==> config.mk <==
export PLATFORM = sky130hd
export DESIGN_NAME = button_repeat_setpoint_and_hold_toggle
export DESIGN_NICKNAME = d
export VERILOG_FILES = /design/src/rtl/core/brst_pkg.sv /design/src/rtl/core/button_repeat_setpoint_and_hold_toggle.sv /design/src/rtl/core/brst_key.sv /design/src/rtl/core/brst_mode.sv
export SDC_FILE = /design/constraint.sdc
export NUM_CORES = 2
export LEC_CHECK = 0
export BUFFER_PORTS_ARGS = -buffer_cell sky130_fd_sc_hd__buf_2
export CORE_AREA = 3 3 299 301
export CTS_BUF_LIST = sky130_fd_sc_hd__clkbuf_2 sky130_fd_sc_hd__clkbuf_4 sky130_fd_sc_hd__clkbuf_8
export CTS_CLUSTER_DIAMETER = 30
export DETAILED_ROUTE_END_ITERATION = 6
export DIE_AREA = 0 0 302 304
export PLACE_DENSITY = 0.68
export REMOVE_ABC_BUFFERS = 1
export SYNTH_ARGS = -nofsm -noshare
export SYNTH_HDL_FRONTEND = slang
export SYNTH_HIERARCHICAL = 1
export SYNTH_SLANG_ARGS = --single-unit
==> constraint.sdc <==
create_clock -name clk -period 17.2 [get_ports clk]
set_input_delay 3.44 -clock clk [delete_from_list [all_inputs] [get_ports clk]]
set_output_delay 3.44 -clock clk [all_outputs]
set_load 0.03 [all_outputs]
==> src/rtl/core/brst_pkg.sv <==
// ----------------------------------------------------------------------------
// brst_pkg
// Shared types, constants and helpers for the button repeat / hold toggle.
// ----------------------------------------------------------------------------
package brst_pkg;

    localparam int TIME_W = 32;
    localparam int SP_W   = 12;
    localparam int CFG_W  = 16;
    localparam int IDX_W  = 3;

    typedef logic [TIME_W-1:0]      time_t;
    typedef logic signed [SP_W-1:0] sp_t;

    localparam logic [IDX_W-1:0] CFG_REPEAT_PERIOD = 3'd0;
    localparam logic [IDX_W-1:0] CFG_FAST_AFTER    = 3'd1;
    localparam logic [IDX_W-1:0] CFG_PROGRESS      = 3'd2;
    localparam logic [IDX_W-1:0] CFG_MESSAGE       = 3'd3;
    localparam logic [IDX_W-1:0] CFG_SP_INIT       = 3'd4;
    localparam logic [IDX_W-1:0] CFG_SP_MIN        = 3'd5;
    localparam logic [IDX_W-1:0] CFG_SP_MAX        = 3'd6;

    localparam logic [CFG_W-1:0] RST_REPEAT_PERIOD = 16'd300;
    localparam logic [CFG_W-1:0] RST_FAST_AFTER    = 16'd2000;
    localparam logic [CFG_W-1:0] RST_PROGRESS      = 16'd1600;
    localparam logic [CFG_W-1:0] RST_MESSAGE       = 16'd2000;
    localparam sp_t              RST_SP_INIT       = 12'sd930;
    localparam sp_t              RST_SP_MIN        = 12'sd0;
    localparam sp_t              RST_SP_MAX        = 12'sd1500;

    localparam logic [1:0] HOLD_NONE   = 2'd0;
    localparam logic [1:0] HOLD_TOGGLE = 2'd1;
    localparam logic [1:0] HOLD_MSG    = 2'd2;
    localparam logic [1:0] HOLD_REBOOT = 2'd3;

    typedef enum logic [3:0] {
        PH_IDLE   = 4'b0001,
        PH_TOGGLE = 4'b0010,
        PH_MSG    = 4'b0100,
        PH_REBOOT = 4'b1000
    } phase_t;

    typedef struct packed {
        time_t time_ms;
        logic  up_pressed;
        logic  down_pressed;
        logic  hold_pressed;
    } in_beat_t;

    typedef struct packed {
        sp_t        setpoint;
        logic       power_off;
        logic       changed;
        logic       safety_restart;
        logic       reboot_request;
        logic [1:0] hold_phase;
    } out_beat_t;

    typedef struct packed {
        logic [CFG_W-1:0] repeat_period;
        logic [CFG_W-1:0] fast_after;
        logic [CFG_W-1:0] progress;
        logic [CFG_W-1:0] message;
        sp_t              sp_min;
        sp_t              sp_max;
    } cfg_t;

    typedef struct packed {
        logic fire;
        logic fast;
    } key_step_t;

    typedef struct packed {
        logic       busy;
        logic       changed;
        logic       restart;
        logic       reboot;
        logic       power_off;
        logic [1:0] hold_phase;
    } mode_res_t;

    function automatic logic [1:0] phase_code(input phase_t ph);
        logic [1:0] code;
        unique case (ph)
            PH_IDLE:   code = HOLD_NONE;
            PH_TOGGLE: code = HOLD_TOGGLE;
            PH_MSG:    code = HOLD_MSG;
            PH_REBOOT: code = HOLD_REBOOT;
            default:   code = HOLD_NONE;
        endcase
        return code;
    endfunction

    function automatic sp_t sat_step(input sp_t sp, input logic neg, input logic fast,
                                     input sp_t lo, input sp_t hi);
        logic signed [SP_W+1:0] delta;
        logic signed [SP_W+1:0] v;
        logic signed [SP_W+1:0] lo_x;
        logic signed [SP_W+1:0] hi_x;
        delta = fast ? 14'sd10 : 14'sd1;
        if (neg)
            delta = -delta;
        lo_x = $signed({{2{lo[SP_W-1]}}, lo});
        hi_x = $signed({{2{hi[SP_W-1]}}, hi});
        v = $signed({{2{sp[SP_W-1]}}, sp}) + delta;
        if (v > hi_x)
            v = hi_x;
        if (v < lo_x)
            v = lo_x;
        return v[SP_W-1:0];
    endfunction

endpackage

==> src/rtl/core/button_repeat_setpoint_and_hold_toggle.sv <==
// ----------------------------------------------------------------------------
// button_repeat_setpoint_and_hold_toggle
// Setpoint stepping with auto-repeat and acceleration, plus hold sequence.
// ----------------------------------------------------------------------------
//  channel | signals                        | beat
//  in      | in_valid, in_stall, in_data    | one button sample with time
//  out     | out_valid, out_stall, out_data | one result per sample
//  cfg     | cfg_wr_en, cfg_index, cfg_data | one register write
//
//  One sample per cycle while the output is not stalled; a result passes
//  through the input register and the output register. Setpoint, press and
//  phase state update as a sample moves from input to output register.
//  Reset clears the valid flags and the press and phase state and loads the
//  register defaults and the setpoint. A stalled output holds the output
//  register; the input register then fills and in_stall rises.
// ----------------------------------------------------------------------------
module button_repeat_setpoint_and_hold_toggle (
    input  logic                         clk,
    input  logic                         rst_n,
    input  logic                         in_valid,
    output logic                         in_stall,
    input  brst_pkg::in_beat_t           in_data,
    output logic                         out_valid,
    input  logic                         out_stall,
    output brst_pkg::out_beat_t          out_data,
    input  logic                         cfg_wr_en,
    input  logic [brst_pkg::IDX_W-1:0]   cfg_index,
    input  logic [brst_pkg::CFG_W-1:0]   cfg_data
);
    import brst_pkg::*;

    cfg_t      cfg_reg;
    logic      in_vld_reg;
    in_beat_t  in_reg;
    logic      out_vld_reg;
    out_beat_t out_reg;
    sp_t       sp_reg, sp_next;
    sp_t       sp_mid;
    logic      advance;
    logic      key_en;
    key_step_t down_step, up_step;
    mode_res_t mode_res;

    assign advance   = in_vld_reg && (!out_vld_reg || !out_stall);
    assign in_stall  = in_vld_reg && !advance;
    assign out_valid = out_vld_reg;
    assign out_data  = out_reg;
    assign key_en    = advance && !mode_res.busy;

    // setpoint_init only matters at reset, where the default is loaded anyway
    always_ff @(posedge clk or negedge rst_n)
    begin
        if (!rst_n)
        begin
            cfg_reg.repeat_period <= RST_REPEAT_PERIOD;
            cfg_reg.fast_after    <= RST_FAST_AFTER;
            cfg_reg.progress      <= RST_PROGRESS;
            cfg_reg.message       <= RST_MESSAGE;
            cfg_reg.sp_min        <= RST_SP_MIN;
            cfg_reg.sp_max        <= RST_SP_MAX;
        end
        else if (cfg_wr_en)
        begin
            unique case (cfg_index)
                CFG_REPEAT_PERIOD: cfg_reg.repeat_period <= cfg_data;
                CFG_FAST_AFTER:    cfg_reg.fast_after    <= cfg_data;
                CFG_PROGRESS:      cfg_reg.progress      <= cfg_data;
                CFG_MESSAGE:       cfg_reg.message       <= cfg_data;
                CFG_SP_INIT:       ;
                CFG_SP_MIN:        cfg_reg.sp_min        <= cfg_data[SP_W-1:0];
                CFG_SP_MAX:        cfg_reg.sp_max        <= cfg_data[SP_W-1:0];
                default:           ;
            endcase
        end
    end

    always_ff @(posedge clk or negedge rst_n)
    begin
        if (!rst_n)
            in_vld_reg <= 1'b0;
        else if (in_valid && !in_stall)
            in_vld_reg <= 1'b1;
        else if (advance)
            in_vld_reg <= 1'b0;
    end

    always_ff @(posedge clk)
    begin
        if (in_valid && !in_stall)
            in_reg <= in_data;
    end

    brst_key u_down (
        .clk     (clk),
        .rst_n   (rst_n),
        .en      (key_en),
        .pressed (in_reg.down_pressed),
        .now     (in_reg.time_ms),
        .cfg     (cfg_reg),
        .step    (down_step)
    );

    brst_key u_up (
        .clk     (clk),
        .rst_n   (rst_n),
        .en      (key_en),
        .pressed (in_reg.up_pressed),
        .now     (in_reg.time_ms),
        .cfg     (cfg_reg),
        .step    (up_step)
    );

    brst_mode u_mode (
        .clk   (clk),
        .rst_n (rst_n),
        .en    (advance),
        .hold  (in_reg.hold_pressed),
        .now   (in_reg.time_ms),
        .cfg   (cfg_reg),
        .res   (mode_res)
    );

    // down first, then up
    always_comb
    begin
        sp_mid = down_step.fire
               ? sat_step(sp_reg, 1'b1, down_step.fast, cfg_reg.sp_min, cfg_reg.sp_max)
               : sp_reg;
        sp_next = up_step.fire
                ? sat_step(sp_mid, 1'b0, up_step.fast, cfg_reg.sp_min, cfg_reg.sp_max)
                : sp_mid;
    end

    always_ff @(posedge clk or negedge rst_n)
    begin
        if (!rst_n)
            sp_reg <= RST_SP_INIT;
        else if (advance)
            sp_reg <= sp_next;
    end

    always_ff @(posedge clk or negedge rst_n)
    begin
        if (!rst_n)
            out_vld_reg <= 1'b0;
        else if (advance)
            out_vld_reg <= 1'b1;
        else if (!out_stall)
            out_vld_reg <= 1'b0;
    end

    always_ff @(posedge clk)
    begin
        if (advance)
        begin
            out_reg.setpoint       <= sp_next;
            out_reg.power_off      <= mode_res.power_off;
            out_reg.changed        <= down_step.fire || up_step.fire || mode_res.changed;
            out_reg.safety_restart <= mode_res.restart;
            out_reg.reboot_request <= mode_res.reboot;
            out_reg.hold_phase     <= mode_res.hold_phase;
        end
    end

    a_stall_needs_item: assert property (@(posedge clk) disable iff (!rst_n)
        !in_vld_reg |-> !in_stall)
        else $error("input stall raised with empty input register");

    a_reboot_ends_phase: assert property (@(posedge clk) disable iff (!rst_n)
        out_valid && out_data.reboot_request |-> out_data.hold_phase == HOLD_NONE)
        else $error("reboot reported while a hold phase runs");

    a_restart_powers_on: assert property (@(posedge clk) disable iff (!rst_n)
        out_valid && out_data.safety_restart
            |-> !out_data.power_off && out_data.changed && out_data.hold_phase == HOLD_MSG)
        else $error("restart pulse without power-on toggle");

    a_keys_quiet_when_busy: assert property (@(posedge clk) disable iff (!rst_n)
        mode_res.busy |-> !down_step.fire && !up_step.fire)
        else $error("step button acted during hold sequence");

endmodule

==> src/rtl/core/brst_key.sv <==
// ----------------------------------------------------------------------------
// brst_key
// Press tracker for one step button: press edge and timed auto-repeat.
// ----------------------------------------------------------------------------
module brst_key (
    input  logic                clk,
    input  logic                rst_n,
    input  logic                en,
    input  logic                pressed,
    input  brst_pkg::time_t     now,
    input  brst_pkg::cfg_t      cfg,
    output brst_pkg::key_step_t step
);
    import brst_pkg::*;

    logic  active_reg, active_next;
    time_t start_reg, start_next;
    time_t last_reg, last_next;

    always_comb
    begin
        active_next = active_reg;
        start_next  = start_reg;
        last_next   = last_reg;
        step        = '0;
        if (active_next && !pressed)
            active_next = 1'b0;
        if (!active_next && pressed)
        begin
            active_next = 1'b1;
            start_next  = now;
            last_next   = now;
            step.fire   = en;
        end
        else if (active_next && pressed && ((now - last_reg) > TIME_W'(cfg.repeat_period)))
        begin
            last_next = now;
            step.fire = en;
            step.fast = (now - start_reg) > TIME_W'(cfg.fast_after);
        end
    end

    always_ff @(posedge clk or negedge rst_n)
    begin
        if (!rst_n)
        begin
            active_reg <= 1'b0;
            start_reg  <= '0;
            last_reg   <= '0;
        end
        else if (en)
        begin
            active_reg <= active_next;
            start_reg  <= start_next;
            last_reg   <= last_next;
        end
    end

endmodule

==> src/rtl/core/brst_mode.sv <==
// ----------------------------------------------------------------------------
// brst_mode
// Hold-button sequencer: toggle progress, message dwell, reboot progress.
// ----------------------------------------------------------------------------
module brst_mode (
    input  logic                clk,
    input  logic                rst_n,
    input  logic                en,
    input  logic                hold,
    input  brst_pkg::time_t     now,
    input  brst_pkg::cfg_t      cfg,
    output brst_pkg::mode_res_t res
);
    import brst_pkg::*;

    logic   active_reg, active_next;
    time_t  start_reg, start_next;
    time_t  last_reg, last_next;
    time_t  ph_start_reg, ph_start_next;
    phase_t phase_reg, phase_next;
    logic   power_off_reg, power_off_next;
    time_t  elapsed;
    logic [CFG_W+1:0] start_limit;
    logic   changed, restart, reboot;

    assign elapsed     = now - ph_start_reg;
    assign start_limit = {2'b00, cfg.repeat_period} + {1'b0, cfg.repeat_period, 1'b0};

    always_comb
    begin
        active_next    = active_reg;
        start_next     = start_reg;
        last_next      = last_reg;
        ph_start_next  = ph_start_reg;
        phase_next     = phase_reg;
        power_off_next = power_off_reg;
        changed        = 1'b0;
        restart        = 1'b0;
        reboot         = 1'b0;
        if (active_next && !hold)
        begin
            active_next = 1'b0;
            last_next   = '0;
            if (phase_next != PH_IDLE)
            begin
                phase_next = PH_IDLE;
                changed    = 1'b1;
            end
        end
        if (!active_next && hold)
        begin
            active_next = 1'b1;
            start_next  = now;
            last_next   = now;
        end
        if (active_next && hold)
        begin
            unique case (phase_reg)
                PH_IDLE:
                begin
                    if ((now - last_next) > TIME_W'(cfg.repeat_period))
                    begin
                        last_next = now;
                        if ((now - start_next) > TIME_W'(start_limit))
                        begin
                            phase_next    = PH_TOGGLE;
                            ph_start_next = now;
                            changed       = 1'b1;
                        end
                    end
                end
                PH_TOGGLE:
                begin
                    if (elapsed >= TIME_W'(cfg.progress))
                    begin
                        restart        = power_off_reg;
                        power_off_next = !power_off_reg;
                        changed        = 1'b1;
                        phase_next     = PH_MSG;
                        ph_start_next  = now;
                    end
                end
                PH_MSG:
                begin
                    if (elapsed >= TIME_W'(cfg.message))
                    begin
                        phase_next    = PH_REBOOT;
                        ph_start_next = now;
                    end
                end
                PH_REBOOT:
                begin
                    if (elapsed >= TIME_W'(cfg.progress))
                    begin
                        reboot     = 1'b1;
                        phase_next = PH_IDLE;
                        start_next = now;
                        last_next  = now;
                    end
                end
                default:
                begin
                    phase_next = PH_IDLE;
                end
            endcase
        end
    end

    always_comb
    begin
        res.busy       = phase_reg != PH_IDLE;
        res.changed    = changed;
        res.restart    = restart;
        res.reboot     = reboot;
        res.power_off  = power_off_next;
        res.hold_phase = phase_code(phase_next);
    end

    always_ff @(posedge clk or negedge rst_n)
    begin
        if (!rst_n)
        begin
            active_reg    <= 1'b0;
            start_reg     <= '0;
            last_reg      <= '0;
            ph_start_reg  <= '0;
            phase_reg     <= PH_IDLE;
            power_off_reg <= 1'b0;
        end
        else if (en)
        begin
            active_reg    <= active_next;
            start_reg     <= start_next;
            last_reg      <= last_next;
            ph_start_reg  <= ph_start_next;
            phase_reg     <= phase_next;
            power_off_reg <= power_off_next;
        end
    end

endmodule

* Word-level counts from Yosys, hierarchy flattened
Cells that the tools add are included.
Word-level totals: word-level logic and storage cells 184, input bits 59, register bits 387
Operators by class: add/sub/neg operators 11, order comparisons 12, reduce and logical (&&, ||, !) cells 48, eq/ne operators 18, multiplexer cells 64
Operator list (number):
- 32-bit two-way mux | 17
- 32-bit subtractor | 7
- 32-bit by 16-bit greater-than comparator with 1-bit output | 5
- 32-bit one-hot mux with 3 select lines | 1
- 32-bit by 16-bit greater-or-equal comparator with 1-bit output | 2
- 32-bit one-hot mux with 2 select lines | 1
- 12-bit two-way mux | 4
- 4-bit two-way mux | 10
- 32-bit by 18-bit greater-than comparator with 1-bit output | 1
- 14-bit by 12-bit < comparator with 1-bit output | 2
- 14-bit two-way mux | 2
- 1-bit two-way mux | 24
- 2-bit AND reduction | 11
- 16-bit by 17-bit adder with 18-bit output | 1
- 4-bit one-hot mux with 4 select lines | 1
- 1-bit logical AND | 15
- 12-bit by 14-bit adder with 14-bit output | 1
- 14-bit by 12-bit greater-than comparator with 1-bit output | 1
- 4-bit negation with 14-bit output | 1
- 12-bit by 5-bit adder with 13-bit output | 1
- 13-bit by 12-bit greater-than comparator with 1-bit output | 1
- 1-bit logical NOT | 12
- 2-bit by 1-bit != test with 1-bit output, second input constant | 5
- 4-bit by 2-bit equality test with 1-bit output, second input constant | 2
- other kinds (16) | 25

* Logic depth before layout (Yosys ltp)
depth in word-level cells 21, depth in mapped cells 79, depth with buffers taken out 73

* Cells and area by module
The synthesis kept the hierarchy.
Modules (own cells, without submodules):
- brst_mode | times used 1, cells each 1688, area an instance 13536.7 um^2, seq. area each 2553.7 um^2
- button_repeat_setpoint_and_hold_toggle | times used 1, cells each 724, area an instance 8533.2 um^2, seq. area each 4182.8 um^2
- brst_key (u_up) | times used 1, cells each 864, area an instance 7315.8 um^2, seq. area each 1626.6 um^2
- brst_key (u_down) | times used 1, cells each 840, area an instance 7144.4 um^2, seq. area each 1626.6 um^2

* Least setup slack after synthesis
No wires, ideal clock.
path kind register to register, start register in_reg[4] in the netlist's numbering, end register out_reg, in the netlist out_data[13], data pin, required time 16.926 ns, arrival 15.662 ns, setup slack 1.264 ns, cell stages (with the launch flop) 74, library setup time 0.274 ns, cell sequence edfxtp_1 fa_1 a21o_1 a221oi_1 o21ai_1 a31oi_1 o21ai_0 a21o_1 a21oi_1 xnor2_1 ha_1 and4_1 a221oi_1 mux2_2 a31oi_1 a2111oi_0 nand4_1 nor4_1 (+38 left out) or3_1 nor2_1 inv_1 clkbuf_1 buf_1 mux2_2 ha_1 a21o_1 a21oi_1 nor2b_1 o21ai_0 a31oi_1 nor3_1 clkbuf_1 clkbuf_1 o31ai_1 nor3_1 mux2i_1
RTL lines:
- start: declaration | RTL line button_repeat_setpoint_and_hold_toggle.sv:34 | in_beat_t in_reg;
- start signal: assignment | RTL line button_repeat_setpoint_and_hold_toggle.sv:90 | in_reg <= in_data;
- end: declaration | RTL line button_repeat_setpoint_and_hold_toggle.sv:36 | out_beat_t out_reg;

==> impl_metrics.env <==
export IMPL_clock_path_buffers=3
export IMPL_synth_top_area_share_pct=20.7
export IMPL_initial_core_util_pct=42.0
export IMPL_start_kind="flop"
export IMPL_cts_tree="built"
export IMPL_hold_violations=0
export IMPL_clk_latency_ps=750
export IMPL_crit_fanout=15
export IMPL_p_sw_uw=3970
export IMPL_pin_count=79
export IMPL_die_h_um=304
export IMPL_fmax_ghz=0.0612
export IMPL_cts_sinks=387
export IMPL_cts_buffers=105
export IMPL_grt_ovfl_total=0
export IMPL_netSwitchingFraction_pct=46.3
export IMPL_ys_warn_count=6
export IMPL_worstPathRequired_ps=17770
export IMPL_coreArea_sq_um=86900
export IMPL_drtIter0Drc=2531
export IMPL_ir_drop_mv=0.100
export IMPL_wl_met3_um=7750
export IMPL_leakage_uw=0.0190
export IMPL_finalCritPeriodShare_pct=95.0
export IMPL_slowest_stage="or3_4"
export IMPL_drive_above_1_share_pct=18.5
export IMPL_synth_distinct_cells=129
export IMPL_htreeDepth=3
export IMPL_cp_common_cell="ha_1"
export IMPL_regToRegSetupSlack_ps=860
export IMPL_tightestPinTransition_ps=1150
export IMPL_hold_start="u_up/start_reg[1]"
export IMPL_fin_crit_ps=16340
export IMPL_p_int_uw=4610
export IMPL_fin_skew_ps=79.2
export IMPL_grt_pass1_vias=30200
export IMPL_top_layer="met4"
export IMPL_ys_ff_latch=387
export IMPL_whs_ps=481
export IMPL_synth_flop_cell="dfrtp_1"
export IMPL_p_comb_share_pct=64.4
export IMPL_cp_slowest_stage_delay_ps=460
export IMPL_area_growth_pct=12.5
export IMPL_crit_buf_inv=9
export IMPL_grt_max_degree=142
export IMPL_clockPowerShare_pct=17.3
export IMPL_slew_viol_final=0
export IMPL_viasPerCell=5.83
export IMPL_critPathArrivalTime_ps=16920
export IMPL_p_per_area_nw_per_um2=209
export IMPL_avgSynthCellArea_sq_um=8.88
export IMPL_dieArea_sq_um=91800
export IMPL_antenna_found_initial=6
export IMPL_n_fill_cell=8321
export IMPL_grt_util_all_layers_pct=24.0
export IMPL_startpoint="in_reg[3]"
export IMPL_yosysTopAreaCell="dfrtp_1"
export IMPL_final_nets=4729
export IMPL_place_ws_ps=-26.8
export IMPL_drt_total_wl_um=113000
export IMPL_io_buffers=78
export IMPL_drv_cap=0
export IMPL_die_w_um=302
export IMPL_synth_area_top_cells="dfrtp_1 (21%), ha_1 (14%), mux2_2 (7.4%)"
export IMPL_yosysSeqAreaShare_pct=27.3
export IMPL_setup_ws_ps=855
export IMPL_setup_viol=0
export IMPL_clockRootBuffer="clkbuf_8"
export IMPL_end_kind="flop"
export IMPL_fin_area_sq_um=41100
export IMPL_largest_reg_flops=88
export IMPL_dpl_cell_area_sq_um=38200
export IMPL_ctsHoldBuffers=0
export IMPL_firstDrtPassIters=6
export IMPL_grt_first_pass_wirelength_um=173000
export IMPL_routed_wl_met2_um=50000
export IMPL_relSlewSlack_pct=23.3
export IMPL_pwr_share_seq_pct=18.2
export IMPL_wl_met1_um=50700
export IMPL_rows=108
export IMPL_rr_startpoint="in_reg[3]"
export IMPL_syn_area_sq_um=36500
export IMPL_critPathKind="flop to flop"
export IMPL_hold_path_class="flop to flop"
export IMPL_final_antenna_net_count=0
export IMPL_vias=32000
export IMPL_gp_congestion=0.972
export IMPL_synth_async_reset_ratio_pct=86.3
export IMPL_synth_edf_count=53
export IMPL_crit_family="compound AO/OA/AOI/OAI gates"
export IMPL_drc=0
export IMPL_cts_reportedPaths_clkPinSlew_ps=60
export IMPL_wl_per_cell_um=20.6
export IMPL_status="finished clean"
export IMPL_place_hpwl_um=85400
export IMPL_syn_instance_count=4116
==> power by group through the flow <==
stage | combinational (uW) | clock, uW | sequential [uW]
final | 5530 | 1490 | 1560
after floorplan | 4090 | 0 | 1510
after global routing | 6130 | 1570 | 1600
after detailed placement | 5290 | 0 | 1570
after CTS | 5340 | 1520 | 1560
after global placement | 5250 | 0 | 1560
==> Yosys cell counts, types with 15 or more instances <==
master / instances
buf_2: 29
dfstp_2: 32
a211o_1: 17
inv_1: 426
o21ai_1: 45
xor2_1: 82
nor2b_1: 48
nor2_1: 239
o31a_1: 15
o21bai_1: 23
mux2_4: 56
o21ai_0: 199
a21o_1: 85
o31ai_1: 23
nor4_1: 28
a31oi_1: 35
o211ai_1: 27
ha_1: 420
nor3_1: 63
and2_1: 20
nand3_1: 92
mux2_2: 239
a2111oi_0: 16
nand2b_1: 32
o21a_1: 34
clkbuf_1: 80
mux2i_1: 127
edfxtp_1: 53
a21oi_1: 360
nand4_1: 83
dfrtp_1: 302
nand2_1: 299
and3_1: 21
a211oi_1: 27
xnor2_1: 108
==> logic make-up (layout without fill, tap and decap cells) <==
kind of cell	Yosys count	in the layout	synth area share, %
flops	387	387	27.3
simple gates	1026	1026	13.9
other cells	0	1	0
mux	426	426	13.3
xor+xnor	191	191	4.60
buf+inv	572	790	6.41
fa+ha+maj	431	431	14.9
compound gates	1083	1083	19.5
==> worst register-to-register path: cells and delay by family, from the launching register on <==
family,cells,cell delay [ps]
adder cells (fa/ha/maj),10,2910
buffers and inverters,9,1320
XOR/XNOR,3,550
AND/OR/NAND/NOR,21,3930
AO/OA/AOI/OAI,24,5680
multiplexers,6,1340
flip-flops,1,400
==> cells in the final DEF (no fill, tap or decap), types with 31 or more instances in the layout <==
cell type | Yosys | final
buf_2 | 29 | 77
ha_1 | 420 | 420
nand4_1 | 83 | 83
nor2b_1 | 48 | 47
o21ai_1 | 45 | 47
a21o_1 | 85 | 85
clkbuf_8 | 0 | 123
o21a_1 | 34 | 34
mux2i_1 | 127 | 126
nand2_1 | 299 | 299
a21oi_1 | 360 | 359
dfstp_2 | 32 | 32
mux2_4 | 56 | 56
nand2b_1 | 32 | 31
a31oi_1 | 35 | 34
xnor2_1 | 108 | 108
inv_1 | 426 | 426
nor2_1 | 239 | 238
nand3_1 | 92 | 91
xor2_1 | 82 | 82
buf_4 | 8 | 82
edfxtp_1 | 53 | 53
mux2_2 | 239 | 239
nor3_1 | 63 | 61
dfrtp_1 | 302 | 302
o21ai_0 | 199 | 196
==> metrics by stage <==
step	TNS, ps	cells	power, uW	util [%]
after floorplan	0	3972	5590	-
after global placement	0	5278	6810	44.0
after detailed placement	-42.9	5278	6860	44.0
after CTS	0	5478	8410	47.1
after global routing	-273	5490	9310	47.3
final	0	5490	8580	47.3
==> path summary, 6_finish.rpt <==
kind	to	cells past startpoint
max in group asynchronous	u_mode/start_reg[20]	2
min in group asynchronous	u_mode/power_off_reg	1
setup reg to reg	sp_reg[6]	73
setup / recovery	sp_reg[6]	73
hold / removal	u_up/start_reg[1]	2
hold reg to reg	u_up/start_reg[1]	2
==> what timing repair did <==
item | 4_1_cts | 5_1_grt
resized for setup | 1 | 29
hold endpoints to repair | 0 | 0
setup buffers | 0 | 11
pin swaps | 0 | 9
setup endpoints to repair | 4 | 24
==> routing by layer <==
metal / vias up / global-route usage (%)
li1: 15300 / -
met1: 15400 / 33.1
met2: 1080 / 37.0
met3: 223 / 3.87
met4: 0 / 10.2
met5: - / 0
==> area by class of cell <==
class / instances / area (sq um) / area share (%)
Sequential cell: 387 / 9990 / 24.3
Timing Repair Buffer: 162 / 1050 / 2.55
Multi-Input combinational cell: 3157 / 24400 / 59.3
Tap cell: 1155 / 1450 / 3.52
Clock buffer: 139 / 1810 / 4.41
Inverter: 428 / 1610 / 3.91
Antenna cell: 1 / 2.50 / 0.00609
Clock inverter: 61 / 827 / 2.01
Note: power is estimated with default switching activity, not from simulation.
